### config.mk
export PLATFORM = sky130hd
export DESIGN_NAME = polygon_vector_area
export DESIGN_NICKNAME = d
export VERILOG_FILES = /design/src/hw/rtl/pva_pkg.sv /design/src/hw/rtl/polygon_vector_area.sv /design/src/hw/rtl/pva_root.sv /design/src/hw/rtl/pva_dp.sv /design/src/hw/rtl/pva_ctrl.sv
export SDC_FILE = /design/constraint.sdc
export NUM_CORES = 2
export LEC_CHECK = 0
export BUFFER_PORTS_ARGS = -buffer_cell sky130_fd_sc_hd__buf_2
export CAP_MARGIN = 20
export CELL_PAD_IN_SITES_DETAIL_PLACEMENT = 2
export CELL_PAD_IN_SITES_GLOBAL_PLACEMENT = 2
export CORE_AREA = 2 2 401 403
export CTS_BUF_LIST = sky130_fd_sc_hd__clkbuf_4 sky130_fd_sc_hd__clkbuf_8
export DETAILED_ROUTE_END_ITERATION = 8
export DIE_AREA = 0 0 403 405
export PLACE_DENSITY = 0.79
export SLEW_MARGIN = 20
export SYNTH_ARGS = -nofsm -noshare
export SYNTH_HDL_FRONTEND = slang
export SYNTH_SLANG_ARGS = --single-unit
### constraint.sdc
create_clock -name clk -period 9.11 [get_ports clk]
set_clock_uncertainty 0.1 [all_clocks]
set_input_delay 0.911 -clock clk [delete_from_list [all_inputs] [get_ports clk]]
set_output_delay 0.911 -clock clk [all_outputs]
set_load 0.05 [all_outputs]
### src/hw/rtl/pva_pkg.sv
`default_nettype none

package pva_pkg;

    localparam int COORD_W          = 16;
    localparam int SUM_W            = 41;
    localparam int LO_W             = 21;
    localparam int HI_W             = SUM_W - LO_W;
    localparam int MUL_W            = LO_W + 1;
    localparam int PROD_W           = 2 * MUL_W;
    localparam int NORM_W           = 2 * SUM_W;
    localparam int ROOT_W           = SUM_W;
    localparam int REM_W            = ROOT_W + 3;
    localparam int AREA_W           = 40;
    localparam int CNT_OUT_W        = 9;
    localparam int CNT_OUT_MAX      = 511;
    localparam int MAX_VERTICES_DEF = 256;

    // sequencer step counts: cross issues six products, square issues nine
    localparam int STEP_W      = 4;
    localparam int CROSS_DRAIN = 6;
    localparam int SQ_DRAIN    = 9;

    typedef struct packed {
        logic signed [COORD_W-1:0] vertex_x;
        logic signed [COORD_W-1:0] vertex_y;
        logic signed [COORD_W-1:0] vertex_z;
        logic                      point_valid;
        logic                      last_vertex;
    } item_t;

    typedef struct packed {
        logic [AREA_W-1:0]    area_half_mm2;
        logic [CNT_OUT_W-1:0] vertex_count;
    } result_t;

    typedef struct packed {
        logic              take;
        logic              mul_go;
        logic              mul_sq;
        logic              bsel_first;
        logic [STEP_W-1:0] step;
        logic              prev_load;
        logic              abs_go;
        logic              root_go;
        logic              emit;
        logic              emit_root;
    } cmd_t;

    typedef struct packed {
        logic cnt_zero;
        logic cnt_full;
        logic cnt_ge3;
        logic root_done;
    } sts_t;

endpackage

`default_nettype wire

### src/hw/rtl/polygon_vector_area.sv
// channel   ports                      beat taken when
// -------   ------------------------   ------------------------------
// vertex    start, busy, item          start high while busy is low
// result    done, result               done high (one cycle, no hold-off)
//
// an invalid or untaken non-last vertex, or a non-last first vertex, leaves busy low
// any other vertex holds busy while six products go through one shared
// 22x22 multiplier plus drain
// a last vertex, with at least three counted, adds the closing cross product,
// nine partial squares on the same multiplier and a 41-step root before done
// reset clears counts and sums; results cannot be stalled, done is a single-cycle pulse
`default_nettype none

module polygon_vector_area #(
    parameter int MAX_VERTICES = pva_pkg::MAX_VERTICES_DEF
) (
    input  logic             clk,
    input  logic             rst_n,
    input  logic             start,
    input  pva_pkg::item_t   item,
    output logic             busy,
    output logic             done,
    output pva_pkg::result_t result
);
    import pva_pkg::*;

    cmd_t cmd;
    sts_t sts;

    pva_ctrl u_ctrl (
        .clk         (clk),
        .rst_n       (rst_n),
        .start       (start),
        .point_valid (item.point_valid),
        .last_vertex (item.last_vertex),
        .sts         (sts),
        .cmd         (cmd),
        .busy        (busy)
    );

    pva_dp #(
        .MAX_VERTICES (MAX_VERTICES)
    ) u_dp (
        .clk    (clk),
        .rst_n  (rst_n),
        .item   (item),
        .cmd    (cmd),
        .sts    (sts),
        .result (result),
        .done   (done)
    );

    // a result beat only appears once the sequencer is back in idle
    property p_done_idle;
        @(posedge clk) disable iff (!rst_n)
        done |-> !busy;
    endproperty
    a_done_idle: assert property (p_done_idle)
        else $error("result beat while sequencer busy");

    // an ignored, non-closing vertex must not start any work
    property p_skip_idle;
        @(posedge clk) disable iff (!rst_n)
        (start && !busy && !item.point_valid && !item.last_vertex) |=> !busy;
    endproperty
    a_skip_idle: assert property (p_skip_idle)
        else $error("ignored vertex started work");

    // a nonzero area needs at least three vertices
    property p_area_count;
        @(posedge clk) disable iff (!rst_n)
        (done && (result.area_half_mm2 != '0)) |->
            (result.vertex_count >= CNT_OUT_W'(3));
    endproperty
    a_area_count: assert property (p_area_count)
        else $error("nonzero area with fewer than three vertices");

endmodule

`default_nettype wire

### src/hw/rtl/pva_root.sv
`default_nettype none

module pva_root (
    input  logic                      clk,
    input  logic                      rst_n,
    input  logic                      go,
    input  logic [pva_pkg::NORM_W-1:0] radicand,
    output logic                      done,
    output logic [pva_pkg::ROOT_W-1:0] root
);
    import pva_pkg::*;

    localparam int CNT_W = $clog2(ROOT_W);

    logic              busy_reg;
    logic              done_reg;
    logic [CNT_W-1:0]  cnt_reg;
    logic [NORM_W-1:0] rad_reg;
    logic [REM_W-1:0]  rem_reg;
    logic [ROOT_W-1:0] root_reg;

    logic [REM_W-1:0]  rem_sh;
    logic [REM_W-1:0]  trial;
    logic [REM_W-1:0]  rem_next;
    logic [ROOT_W-1:0] root_next;

    // one result bit per cycle, two radicand bits shifted in
    always_comb
    begin
        rem_sh = {rem_reg[REM_W-3:0], rad_reg[NORM_W-1 -: 2]};
        trial  = REM_W'({root_reg, 2'b01});
        if (rem_sh >= trial)
        begin
            rem_next  = rem_sh - trial;
            root_next = {root_reg[ROOT_W-2:0], 1'b1};
        end
        else
        begin
            rem_next  = rem_sh;
            root_next = {root_reg[ROOT_W-2:0], 1'b0};
        end
    end

    always_ff @(posedge clk or negedge rst_n)
    begin
        if (!rst_n)
        begin
            busy_reg <= 1'b0;
            done_reg <= 1'b0;
            cnt_reg  <= '0;
        end
        else
        begin
            done_reg <= 1'b0;
            if (go)
            begin
                busy_reg <= 1'b1;
                cnt_reg  <= '0;
            end
            else if (busy_reg)
            begin
                cnt_reg <= cnt_reg + 1'b1;
                if (cnt_reg == CNT_W'(ROOT_W - 1))
                begin
                    busy_reg <= 1'b0;
                    done_reg <= 1'b1;
                end
            end
        end
    end

    always_ff @(posedge clk)
    begin
        if (go)
        begin
            rad_reg  <= radicand;
            rem_reg  <= '0;
            root_reg <= '0;
        end
        else if (busy_reg)
        begin
            rad_reg  <= {rad_reg[NORM_W-3:0], 2'b00};
            rem_reg  <= rem_next;
            root_reg <= root_next;
        end
    end

    assign done = done_reg;
    assign root = root_reg;

endmodule

`default_nettype wire

### src/hw/rtl/pva_dp.sv
`default_nettype none

module pva_dp #(
    parameter int MAX_VERTICES = pva_pkg::MAX_VERTICES_DEF
) (
    input  logic             clk,
    input  logic             rst_n,
    input  pva_pkg::item_t   item,
    input  pva_pkg::cmd_t    cmd,
    output pva_pkg::sts_t    sts,
    output pva_pkg::result_t result,
    output logic             done
);
    import pva_pkg::*;

    localparam int CNT_W = $clog2(MAX_VERTICES + 1);
    localparam int CMP_W = (CNT_W > CNT_OUT_W) ? CNT_W : CNT_OUT_W;

    localparam logic [1:0] PART_LL = 2'd0;
    localparam logic [1:0] PART_HL = 2'd1;
    localparam logic [1:0] PART_HH = 2'd2;

    logic [CNT_W-1:0]          count_reg;
    logic signed [COORD_W-1:0] first_reg [3];
    logic signed [COORD_W-1:0] prev_reg [3];
    logic signed [COORD_W-1:0] cur_reg [3];
    logic signed [COORD_W-1:0] vin [3];
    logic [SUM_W-1:0]          sum_reg [3];
    logic [NORM_W-1:0]         norm_reg;

    logic [PROD_W-1:0] prod_reg;
    logic [1:0]        pk_reg;
    logic [1:0]        pj_reg;
    logic              pneg_reg;
    logic              psq_reg;
    logic              pvld_reg;

    logic [1:0]               ia;
    logic [1:0]               ib;
    logic [1:0]               mk;
    logic [1:0]               mj;
    logic                     mneg;
    logic signed [COORD_W-1:0] va;
    logic signed [COORD_W-1:0] vb;
    logic [MUL_W-1:0]         lo_op;
    logic [MUL_W-1:0]         hi_op;
    logic signed [MUL_W-1:0]  op_a;
    logic signed [MUL_W-1:0]  op_b;
    logic signed [PROD_W-1:0] prod;
    logic [NORM_W-1:0]        prod_sh;

    logic              root_done;
    logic [ROOT_W-1:0] root_val;
    logic [CMP_W-1:0]  cnt_wide;
    logic [CNT_OUT_W-1:0] cnt_sat;
    logic [AREA_W-1:0] area_sat;

    result_t result_reg;
    logic    done_reg;

    assign vin[0] = item.vertex_x;
    assign vin[1] = item.vertex_y;
    assign vin[2] = item.vertex_z;

    // product schedule: c0 = a1*b2 - a2*b1, c1 = a2*b0 - a0*b2, c2 = a0*b1 - a1*b0
    always_comb
    begin
        ia   = 2'd0;
        ib   = 2'd0;
        mk   = 2'd0;
        mj   = PART_LL;
        mneg = 1'b0;
        if (!cmd.mul_sq)
        begin
            case (cmd.step)
                'd0:     begin ia = 2'd1; ib = 2'd2; mk = 2'd0; mneg = 1'b0; end
                'd1:     begin ia = 2'd2; ib = 2'd1; mk = 2'd0; mneg = 1'b1; end
                'd2:     begin ia = 2'd2; ib = 2'd0; mk = 2'd1; mneg = 1'b0; end
                'd3:     begin ia = 2'd0; ib = 2'd2; mk = 2'd1; mneg = 1'b1; end
                'd4:     begin ia = 2'd0; ib = 2'd1; mk = 2'd2; mneg = 1'b0; end
                'd5:     begin ia = 2'd1; ib = 2'd0; mk = 2'd2; mneg = 1'b1; end
                default: begin ia = 2'd0; ib = 2'd0; mk = 2'd0; mneg = 1'b0; end
            endcase
        end
        else
        begin
            case (cmd.step)
                'd0:     begin mk = 2'd0; mj = PART_LL; end
                'd1:     begin mk = 2'd0; mj = PART_HL; end
                'd2:     begin mk = 2'd0; mj = PART_HH; end
                'd3:     begin mk = 2'd1; mj = PART_LL; end
                'd4:     begin mk = 2'd1; mj = PART_HL; end
                'd5:     begin mk = 2'd1; mj = PART_HH; end
                'd6:     begin mk = 2'd2; mj = PART_LL; end
                'd7:     begin mk = 2'd2; mj = PART_HL; end
                'd8:     begin mk = 2'd2; mj = PART_HH; end
                default: begin mk = 2'd0; mj = PART_LL; end
            endcase
        end
    end

    always_comb
    begin
        va    = prev_reg[ia];
        vb    = cmd.bsel_first ? first_reg[ib] : cur_reg[ib];
        lo_op = {1'b0, sum_reg[mk][LO_W-1:0]};
        hi_op = {{(MUL_W-HI_W){1'b0}}, sum_reg[mk][SUM_W-1:LO_W]};
        if (!cmd.mul_sq)
        begin
            op_a = {{(MUL_W-COORD_W){va[COORD_W-1]}}, va};
            op_b = {{(MUL_W-COORD_W){vb[COORD_W-1]}}, vb};
        end
        else
        begin
            case (mj)
                PART_LL: begin op_a = lo_op; op_b = lo_op; end
                PART_HL: begin op_a = hi_op; op_b = lo_op; end
                default: begin op_a = hi_op; op_b = hi_op; end
            endcase
        end
    end

    assign prod = op_a * op_b;

    always_comb
    begin
        case (pj_reg)
            PART_LL: prod_sh = NORM_W'(prod_reg);
            PART_HL: prod_sh = NORM_W'(prod_reg) << (LO_W + 1);
            default: prod_sh = NORM_W'(prod_reg) << (2 * LO_W);
        endcase
    end

    always_ff @(posedge clk or negedge rst_n)
    begin
        if (!rst_n)
        begin
            pvld_reg <= 1'b0;
        end
        else
        begin
            pvld_reg <= cmd.mul_go;
        end
    end

    always_ff @(posedge clk)
    begin
        if (cmd.mul_go)
        begin
            prod_reg <= prod;
            pk_reg   <= mk;
            pj_reg   <= mj;
            pneg_reg <= mneg;
            psq_reg  <= cmd.mul_sq;
        end
    end

    always_ff @(posedge clk or negedge rst_n)
    begin
        if (!rst_n)
        begin
            count_reg <= '0;
            for (int k = 0; k < 3; k++)
            begin
                sum_reg[k] <= '0;
            end
        end
        else if (cmd.emit)
        begin
            count_reg <= '0;
            for (int k = 0; k < 3; k++)
            begin
                sum_reg[k] <= '0;
            end
        end
        else
        begin
            if (cmd.take)
            begin
                count_reg <= count_reg + 1'b1;
            end
            if (cmd.abs_go)
            begin
                // magnitudes in place, read as unsigned from here on
                for (int k = 0; k < 3; k++)
                begin
                    if (sum_reg[k][SUM_W-1])
                    begin
                        sum_reg[k] <= -sum_reg[k];
                    end
                end
            end
            else if (pvld_reg && !psq_reg)
            begin
                if (pneg_reg)
                begin
                    sum_reg[pk_reg] <= sum_reg[pk_reg] - prod_reg[SUM_W-1:0];
                end
                else
                begin
                    sum_reg[pk_reg] <= sum_reg[pk_reg] + prod_reg[SUM_W-1:0];
                end
            end
        end
    end

    always_ff @(posedge clk)
    begin
        if (cmd.abs_go)
        begin
            norm_reg <= '0;
        end
        else if (pvld_reg && psq_reg)
        begin
            norm_reg <= norm_reg + prod_sh;
        end
    end

    always_ff @(posedge clk)
    begin
        if (cmd.take)
        begin
            for (int k = 0; k < 3; k++)
            begin
                cur_reg[k] <= vin[k];
            end
            if (count_reg == '0)
            begin
                for (int k = 0; k < 3; k++)
                begin
                    first_reg[k] <= vin[k];
                    prev_reg[k]  <= vin[k];
                end
            end
        end
        else if (cmd.prev_load)
        begin
            for (int k = 0; k < 3; k++)
            begin
                prev_reg[k] <= cur_reg[k];
            end
        end
    end

    pva_root u_root (
        .clk      (clk),
        .rst_n    (rst_n),
        .go       (cmd.root_go),
        .radicand (norm_reg),
        .done     (root_done),
        .root     (root_val)
    );

    always_comb
    begin
        cnt_wide = CMP_W'(count_reg);
        if (cnt_wide > CMP_W'(CNT_OUT_MAX))
        begin
            cnt_sat = CNT_OUT_W'(CNT_OUT_MAX);
        end
        else
        begin
            cnt_sat = cnt_wide[CNT_OUT_W-1:0];
        end
        area_sat = (|root_val[ROOT_W-1:AREA_W]) ? '1 : root_val[AREA_W-1:0];
    end

    always_ff @(posedge clk or negedge rst_n)
    begin
        if (!rst_n)
        begin
            done_reg <= 1'b0;
        end
        else
        begin
            done_reg <= cmd.emit;
        end
    end

    always_ff @(posedge clk)
    begin
        if (cmd.emit)
        begin
            result_reg.area_half_mm2 <= cmd.emit_root ? area_sat : '0;
            result_reg.vertex_count  <= cnt_sat;
        end
    end

    always_comb
    begin
        sts.cnt_zero  = (count_reg == '0);
        sts.cnt_full  = (count_reg == CNT_W'(MAX_VERTICES));
        sts.cnt_ge3   = (count_reg >= CNT_W'(3));
        sts.root_done = root_done;
    end

    assign result = result_reg;
    assign done   = done_reg;

endmodule

`default_nettype wire

### src/hw/rtl/pva_ctrl.sv
`default_nettype none

module pva_ctrl (
    input  logic          clk,
    input  logic          rst_n,
    input  logic          start,
    input  logic          point_valid,
    input  logic          last_vertex,
    input  pva_pkg::sts_t sts,
    output pva_pkg::cmd_t cmd,
    output logic          busy
);
    import pva_pkg::*;

    typedef enum logic [2:0] {
        S_IDLE,
        S_CROSS,
        S_CHECK,
        S_ABS,
        S_SQUARE,
        S_ROOT
    } state_t;

    state_t            state_reg;
    state_t            state_next;
    logic [STEP_W-1:0] step_reg;
    logic [STEP_W-1:0] step_next;
    logic              last_reg;
    logic              last_next;
    logic              close_reg;
    logic              close_next;
    logic              busy_reg;
    logic              busy_next;
    logic              take;

    assign take = point_valid && !sts.cnt_full;

    always_comb
    begin
        state_next     = state_reg;
        step_next      = step_reg;
        last_next      = last_reg;
        close_next     = close_reg;
        cmd            = '0;
        cmd.step       = step_reg;
        cmd.bsel_first = close_reg;
        unique case (state_reg)
            S_IDLE:
            begin
                if (start)
                begin
                    last_next  = last_vertex;
                    close_next = 1'b0;
                    cmd.take   = take;
                    if (take && !sts.cnt_zero)
                    begin
                        step_next  = '0;
                        state_next = S_CROSS;
                    end
                    else if (last_vertex)
                    begin
                        state_next = S_CHECK;
                    end
                end
            end
            S_CROSS:
            begin
                if (step_reg < STEP_W'(CROSS_DRAIN))
                begin
                    cmd.mul_go = 1'b1;
                    step_next  = step_reg + 1'b1;
                end
                else if (close_reg)
                begin
                    state_next = S_ABS;
                end
                else
                begin
                    cmd.prev_load = 1'b1;
                    state_next    = last_reg ? S_CHECK : S_IDLE;
                end
            end
            S_CHECK:
            begin
                if (sts.cnt_ge3)
                begin
                    // closing edge: last vertex back to first
                    close_next = 1'b1;
                    step_next  = '0;
                    state_next = S_CROSS;
                end
                else
                begin
                    cmd.emit   = 1'b1;
                    state_next = S_IDLE;
                end
            end
            S_ABS:
            begin
                cmd.abs_go = 1'b1;
                step_next  = '0;
                state_next = S_SQUARE;
            end
            S_SQUARE:
            begin
                cmd.mul_sq = 1'b1;
                if (step_reg < STEP_W'(SQ_DRAIN))
                begin
                    cmd.mul_go = 1'b1;
                    step_next  = step_reg + 1'b1;
                end
                else if (step_reg == STEP_W'(SQ_DRAIN))
                begin
                    // last partial product lands this cycle
                    step_next = step_reg + 1'b1;
                end
                else
                begin
                    cmd.root_go = 1'b1;
                    state_next  = S_ROOT;
                end
            end
            S_ROOT:
            begin
                if (sts.root_done)
                begin
                    cmd.emit      = 1'b1;
                    cmd.emit_root = 1'b1;
                    state_next    = S_IDLE;
                end
            end
            default:
            begin
                state_next = S_IDLE;
            end
        endcase
        busy_next = (state_next != S_IDLE);
    end

    always_ff @(posedge clk or negedge rst_n)
    begin
        if (!rst_n)
        begin
            state_reg <= S_IDLE;
            step_reg  <= '0;
            last_reg  <= 1'b0;
            close_reg <= 1'b0;
            busy_reg  <= 1'b0;
        end
        else
        begin
            state_reg <= state_next;
            step_reg  <= step_next;
            last_reg  <= last_next;
            close_reg <= close_next;
            busy_reg  <= busy_next;
        end
    end

    assign busy = busy_reg;

endmodule

`default_nettype wire
==> results.json, run 1 <==
{
  "yosysUniqueCellTypes": 89,
  "io_buffers": 103,
  "synth_cells": 6904,
  "cts_sinks": 642,
  "die_y_um": 405,
  "seq_area_frac_synth_pct": 28.1,
  "root_buffer": "clkbuf_8",
  "die_w_um": 403,
  "outcome.stop_stage": "global routing",
  "cts_hold_buf": 0,
  "syn_nets": 7814,
  "ios": 104,
  "grt_use_total_pct": 65.6,
  "syn_area_um2": 60000,
  "routabilityCongestion": 0.952,
  "syn_avg_cell_area_um2": 8.69,
  "gr-total-overflow": 427,
  "cts_buffer_depth": 3,
  "yosysWarnings": 0,
  "ys_ff_latch": 642,
  "dpl.hpwl_mm": 207,
  "error": "[ERROR GRT-0232] Routing congestion too high. Check the congestion heatmap in the GUI.",
  "synth_ff_type": "edfxtp_1",
  "grt_max_degree": 100,
  "h-tree-depth": 3,
  "numCtsBuffers": 119,
  "synth-edff-count": 325,
  "synth_async_sr_flop_share_pct": 23.7,
  "initial_utilization_pct": 37.7,
  "row_count": 147,
  "status": "aborted with a tool error"
}
-- layer usage --
layer,GRT overflow,global-route usage [%]
met5,4,39.9
met4,128,56.3
met3,45,52.3
met2,219,79.8
met1,31,68.0
-- logic make-up after synthesis --
kind of cell	after synthesis	synth area share [%]
simple gates	2248	16.6
compound gates	1552	16.1
buf+inv	1132	7.10
fa+ha+maj	857	24.2
flops	642	28.1
mux	256	4.71
xor+xnor	217	3.17
-- through the flow --
step	cell area (um2)	setup TNS, ns	hold WS, ns	instances	setup slack (ns)
2_1_floorplan	60100	0	0.343	6904	0.000790
3_3_place_gp	66100	-7.88	0.356	9231	-0.773
3_5_place_dp	66100	-19.68	0.375	9231	-1.25
4_1_cts	71400	-3.97	0.0364	9544	-0.497
-- synth_stat cells (60+ instances only) --
master	number	area share [%]
mux2i_1	181	3.0
a21oi_1	458	3.8
xnor2_1	145	2.1
mux2_2	60	1.1
edfxtp_1	325	16
nor3_1	157	1.3
dfxtp_1	165	5.5
fa_1	505	17
nand2_1	984	6.2
and2_1	69	0.72
o21ai_0	390	3.3
xor2_1	72	1.1
dfrtp_1	152	6.3
ha_1	352	7.3
nor2_1	606	3.8
nand3_1	70	0.58
inv_1	726	4.5
a21o_1	120	1.5
clkbuf_1	366	2.3
-- what timing repair did --
action	in CTS
resized for setup	434
setup endpoints to repair	32
pin swaps	177
setup buffers	85
cloned	3
==> run 2: changes to the inputs <==
Settings changed: CELL_PAD_IN_SITES_DETAIL_PLACEMENT 2 to default, CELL_PAD_IN_SITES_GLOBAL_PLACEMENT 2 to default, CORE_AREA 2 2 401 403 to 2 2 391 393, CTS_BUF_LIST sky130_fd_sc_hd__clkbuf_4 sky130_fd_sc_hd__clkbuf_8 to default, DIE_AREA 0 0 403 405 to 0 0 393 395, PLACE_DENSITY 0.79 to default, PLACE_DENSITY_LB_ADDON from default to 0.15.
Clock period 9.11 ns to 11.8 ns, I/O delays scaled along.
==> run 2 against run 1 <==
Compared with the run above:
- the run now ends clean
- synthesized cell count unchanged
- synthesized area unchanged
==> results.json, run 2 <==
{
  "io_buffers": 103,
  "h-tree-depth": 3,
  "finalSetupViolations": 0,
  "seq_area_frac_synth_pct": 28.1,
  "synthToLayoutAreaGrowth_pct": 9.15,
  "die-area_um2": 155000,
  "yosysMostFrequentCell": "nand2_1",
  "yosysUniqueCellTypes": 89,
  "relSlewSlack_pct": 25.5,
  "syn_nets": 7814,
  "yosys-top-cells-count": "984 x nand2_1, 726 x inv_1, 606 x nor2_1, 505 x fa_1, 458 x a21oi_1",
  "grt_use_total_pct": 25.9,
  "synth-edff-count": 325,
  "rsz0062_at_grt": "false",
  "critPathLaunchType": "flip-flop",
  "critPathTopFamily": "adder cells",
  "grt_first_pass_wirelength_mm": 309,
  "yosysTopAreaCell": "fa_1",
  "fin_crit_sh_pct": 91.5,
  "drtPass1Iterations": 5,
  "largest_reg_flops": 123,
  "root_buffer": "clkbuf_16",
  "synth_top_area_share_pct": 16.9,
  "reg2reg_depth": 36,
  "fillers": 15033,
  "r2r_slack_ns": 1.01,
  "cts_sinks": 642,
  "synth_cells": 6904,
  "reg2reg_from": "u_ctrl.state_reg[1]",
  "antenna_found_initial": 6,
  "grt_max_degree": 154,
  "avgRoutedWirePerCell_um": 22.6,
  "cp_common_cell": "fa_1",
  "drv_slew": 0,
  "die_w_um": 393,
  "clk_pin_slew_worst_paths_ns": 0.06,
  "ios": 104,
  "fmax_ghz": 0.0927,
  "cp_slowest_cell": "nor2b_4",
  "cts_tree": "yes",
  "netlist_top_cells_area": "fa_1 17%, edfxtp_1 16%, ha_1 7.3%",
  "row_count": 143,
  "cts_buffer_depth": 3,
  "initial_utilization_pct": 39.7,
  "reg2reg_to": "u_dp.prod_reg[43]",
  "hold_violations": 0,
  "hold-worst-slack_ns": 0.372,
  "die_y_um": 395,
  "synth_ff_type": "edfxtp_1",
  "cts_hold_buf": 0,
  "syn_area_um2": 60000,
  "clk_latency_ns": 0.71,
  "worst_pin_slew_ns": 1.11,
  "hold_depth": 2,
  "hold_path.class": "reg2reg",
  "hold_end": "u_dp.norm_reg[18]",
  "multi_input_area_um2": 39100,
  "dpl.cell_count": 8758,
  "crit_type": "reg2reg",
  "nNetsFinal": 7721,
  "viasPerCell": 5.62,
  "status": "finished clean",
  "final_cell_mix": "982 x nand2_1, 725 x inv_1, 601 x nor2_1",
  "ant_nets": 0,
  "crit_buf_inv": 6,
  "routabilityCongestion": 0.946,
  "drc": 0,
  "coreArea_um2": 151000,
  "wirelength_mm": 202,
  "numCtsBuffers": 81,
  "fin_crit_ns": 10.79,
  "post_cts_resized": 0,
  "slowest_delay_ns": 0.65,
  "drv_cap": 0,
  "gr-total-overflow": 0,
  "hp-start": "u_dp.norm_reg[18]",
  "fin_util_pct": 43.3,
  "stdcell_count": 8909,
  "ys_ff_latch": 642,
  "cp-end-kind": "flip-flop",
  "post-cts-setup-buffer-count": 0,
  "drive_gt1_share_pct": 7.47,
  "fin_setup_tns_ns": 0,
  "cp.arrival_ns": 11.10,
  "path_max_fanout": 55,
  "seq_area_um2": 16900,
  "synth_async_sr_flop_share_pct": 23.7,
  "drtIter0Drc": 4557,
  "first_global_vias": 49237,
  "dpl.hpwl_mm": 154,
  "syn_avg_cell_area_um2": 8.69,
  "final_common_cell": "nand2_1",
  "yosysWarnings": 0,
  "required_ns": 12.11,
  "route.vias.total": 50029
}
==> run 2: cell counts after synthesis <==
No cell type changed its count.
==> run 2: area by class of cell <==
cell class	count	area share, %
inverters	730	4.19
multi-input cells	5130	59.7
diodes	1	0.00382
repair buffers	226	2.28
well taps	2030	3.88
clock inverters	36	0.665
flip-flops and latches	642	25.8
clock buffers	114	3.52
==> run 2: layer usage <==
layer,global-route usage (%),up-vias,wire [um]
met5,0,-,7
met4,8.08,2,6890
met3,4.09,294,13400
met2,40.1,1652,89400
met1,37.0,24733,91800
li1,-,23348,-
==> run 2: worst max path at each step <==
stage / from / endpoint / depth (start not counted)
finish: u_ctrl.state_reg[1] / u_dp.prod_reg[43] / 36
floorplan: u_ctrl.step_reg[1] / u_dp.prod_reg[38] / 36
global placement: u_ctrl.step_reg[3] / u_dp.prod_reg[43] / 33
CTS: u_ctrl.step_reg[3] / u_dp.prod_reg[43] / 33
detailed placement: u_ctrl.step_reg[3] / u_dp.prod_reg[43] / 33
global route: u_ctrl.state_reg[1] / u_dp.prod_reg[38] / 36
==> run 2: through the flow <==
stage / cell area, um2 / setup WS [ns]
floorplan: 60000 / 2.15
global placement: 62700 / 1.04
detailed placement: 62700 / 1.07
CTS: 65500 / 1.04
global route: 65500 / 0.471
finish: 65500 / 1.01
==> run 2: cells by family (layout without fill, tap and decap cells) <==
logic type	after synthesis	after routing	synth area share [%]
AND/OR/NAND/NOR	2248	2248	16.6
flip-flops	642	642	28.1
buffers and inverters	1132	1106	7.10
adder cells (fa/ha/maj)	857	857	24.2
XOR/XNOR	217	217	3.17
other	0	1	0
multiplexers	256	256	4.71
AO/OA/AOI/OAI	1552	1552	16.1
==> run 2: worst reg2reg max path, delay by kind of cell, from the launching register on <==
kind	cells	cell delay, ns
AOI/OAI and AO/OA	14	3.38
xor gates and xnor gates	1	0.09
adders and majority gates	8	4.01
buffers and inverters	6	0.80
DFF	1	0.49
and+or+nand+nor	7	1.62
Power of run 2 is not shown: default switching activity piles up to over one toggle a cycle in this logic, so the estimate is an artifact.
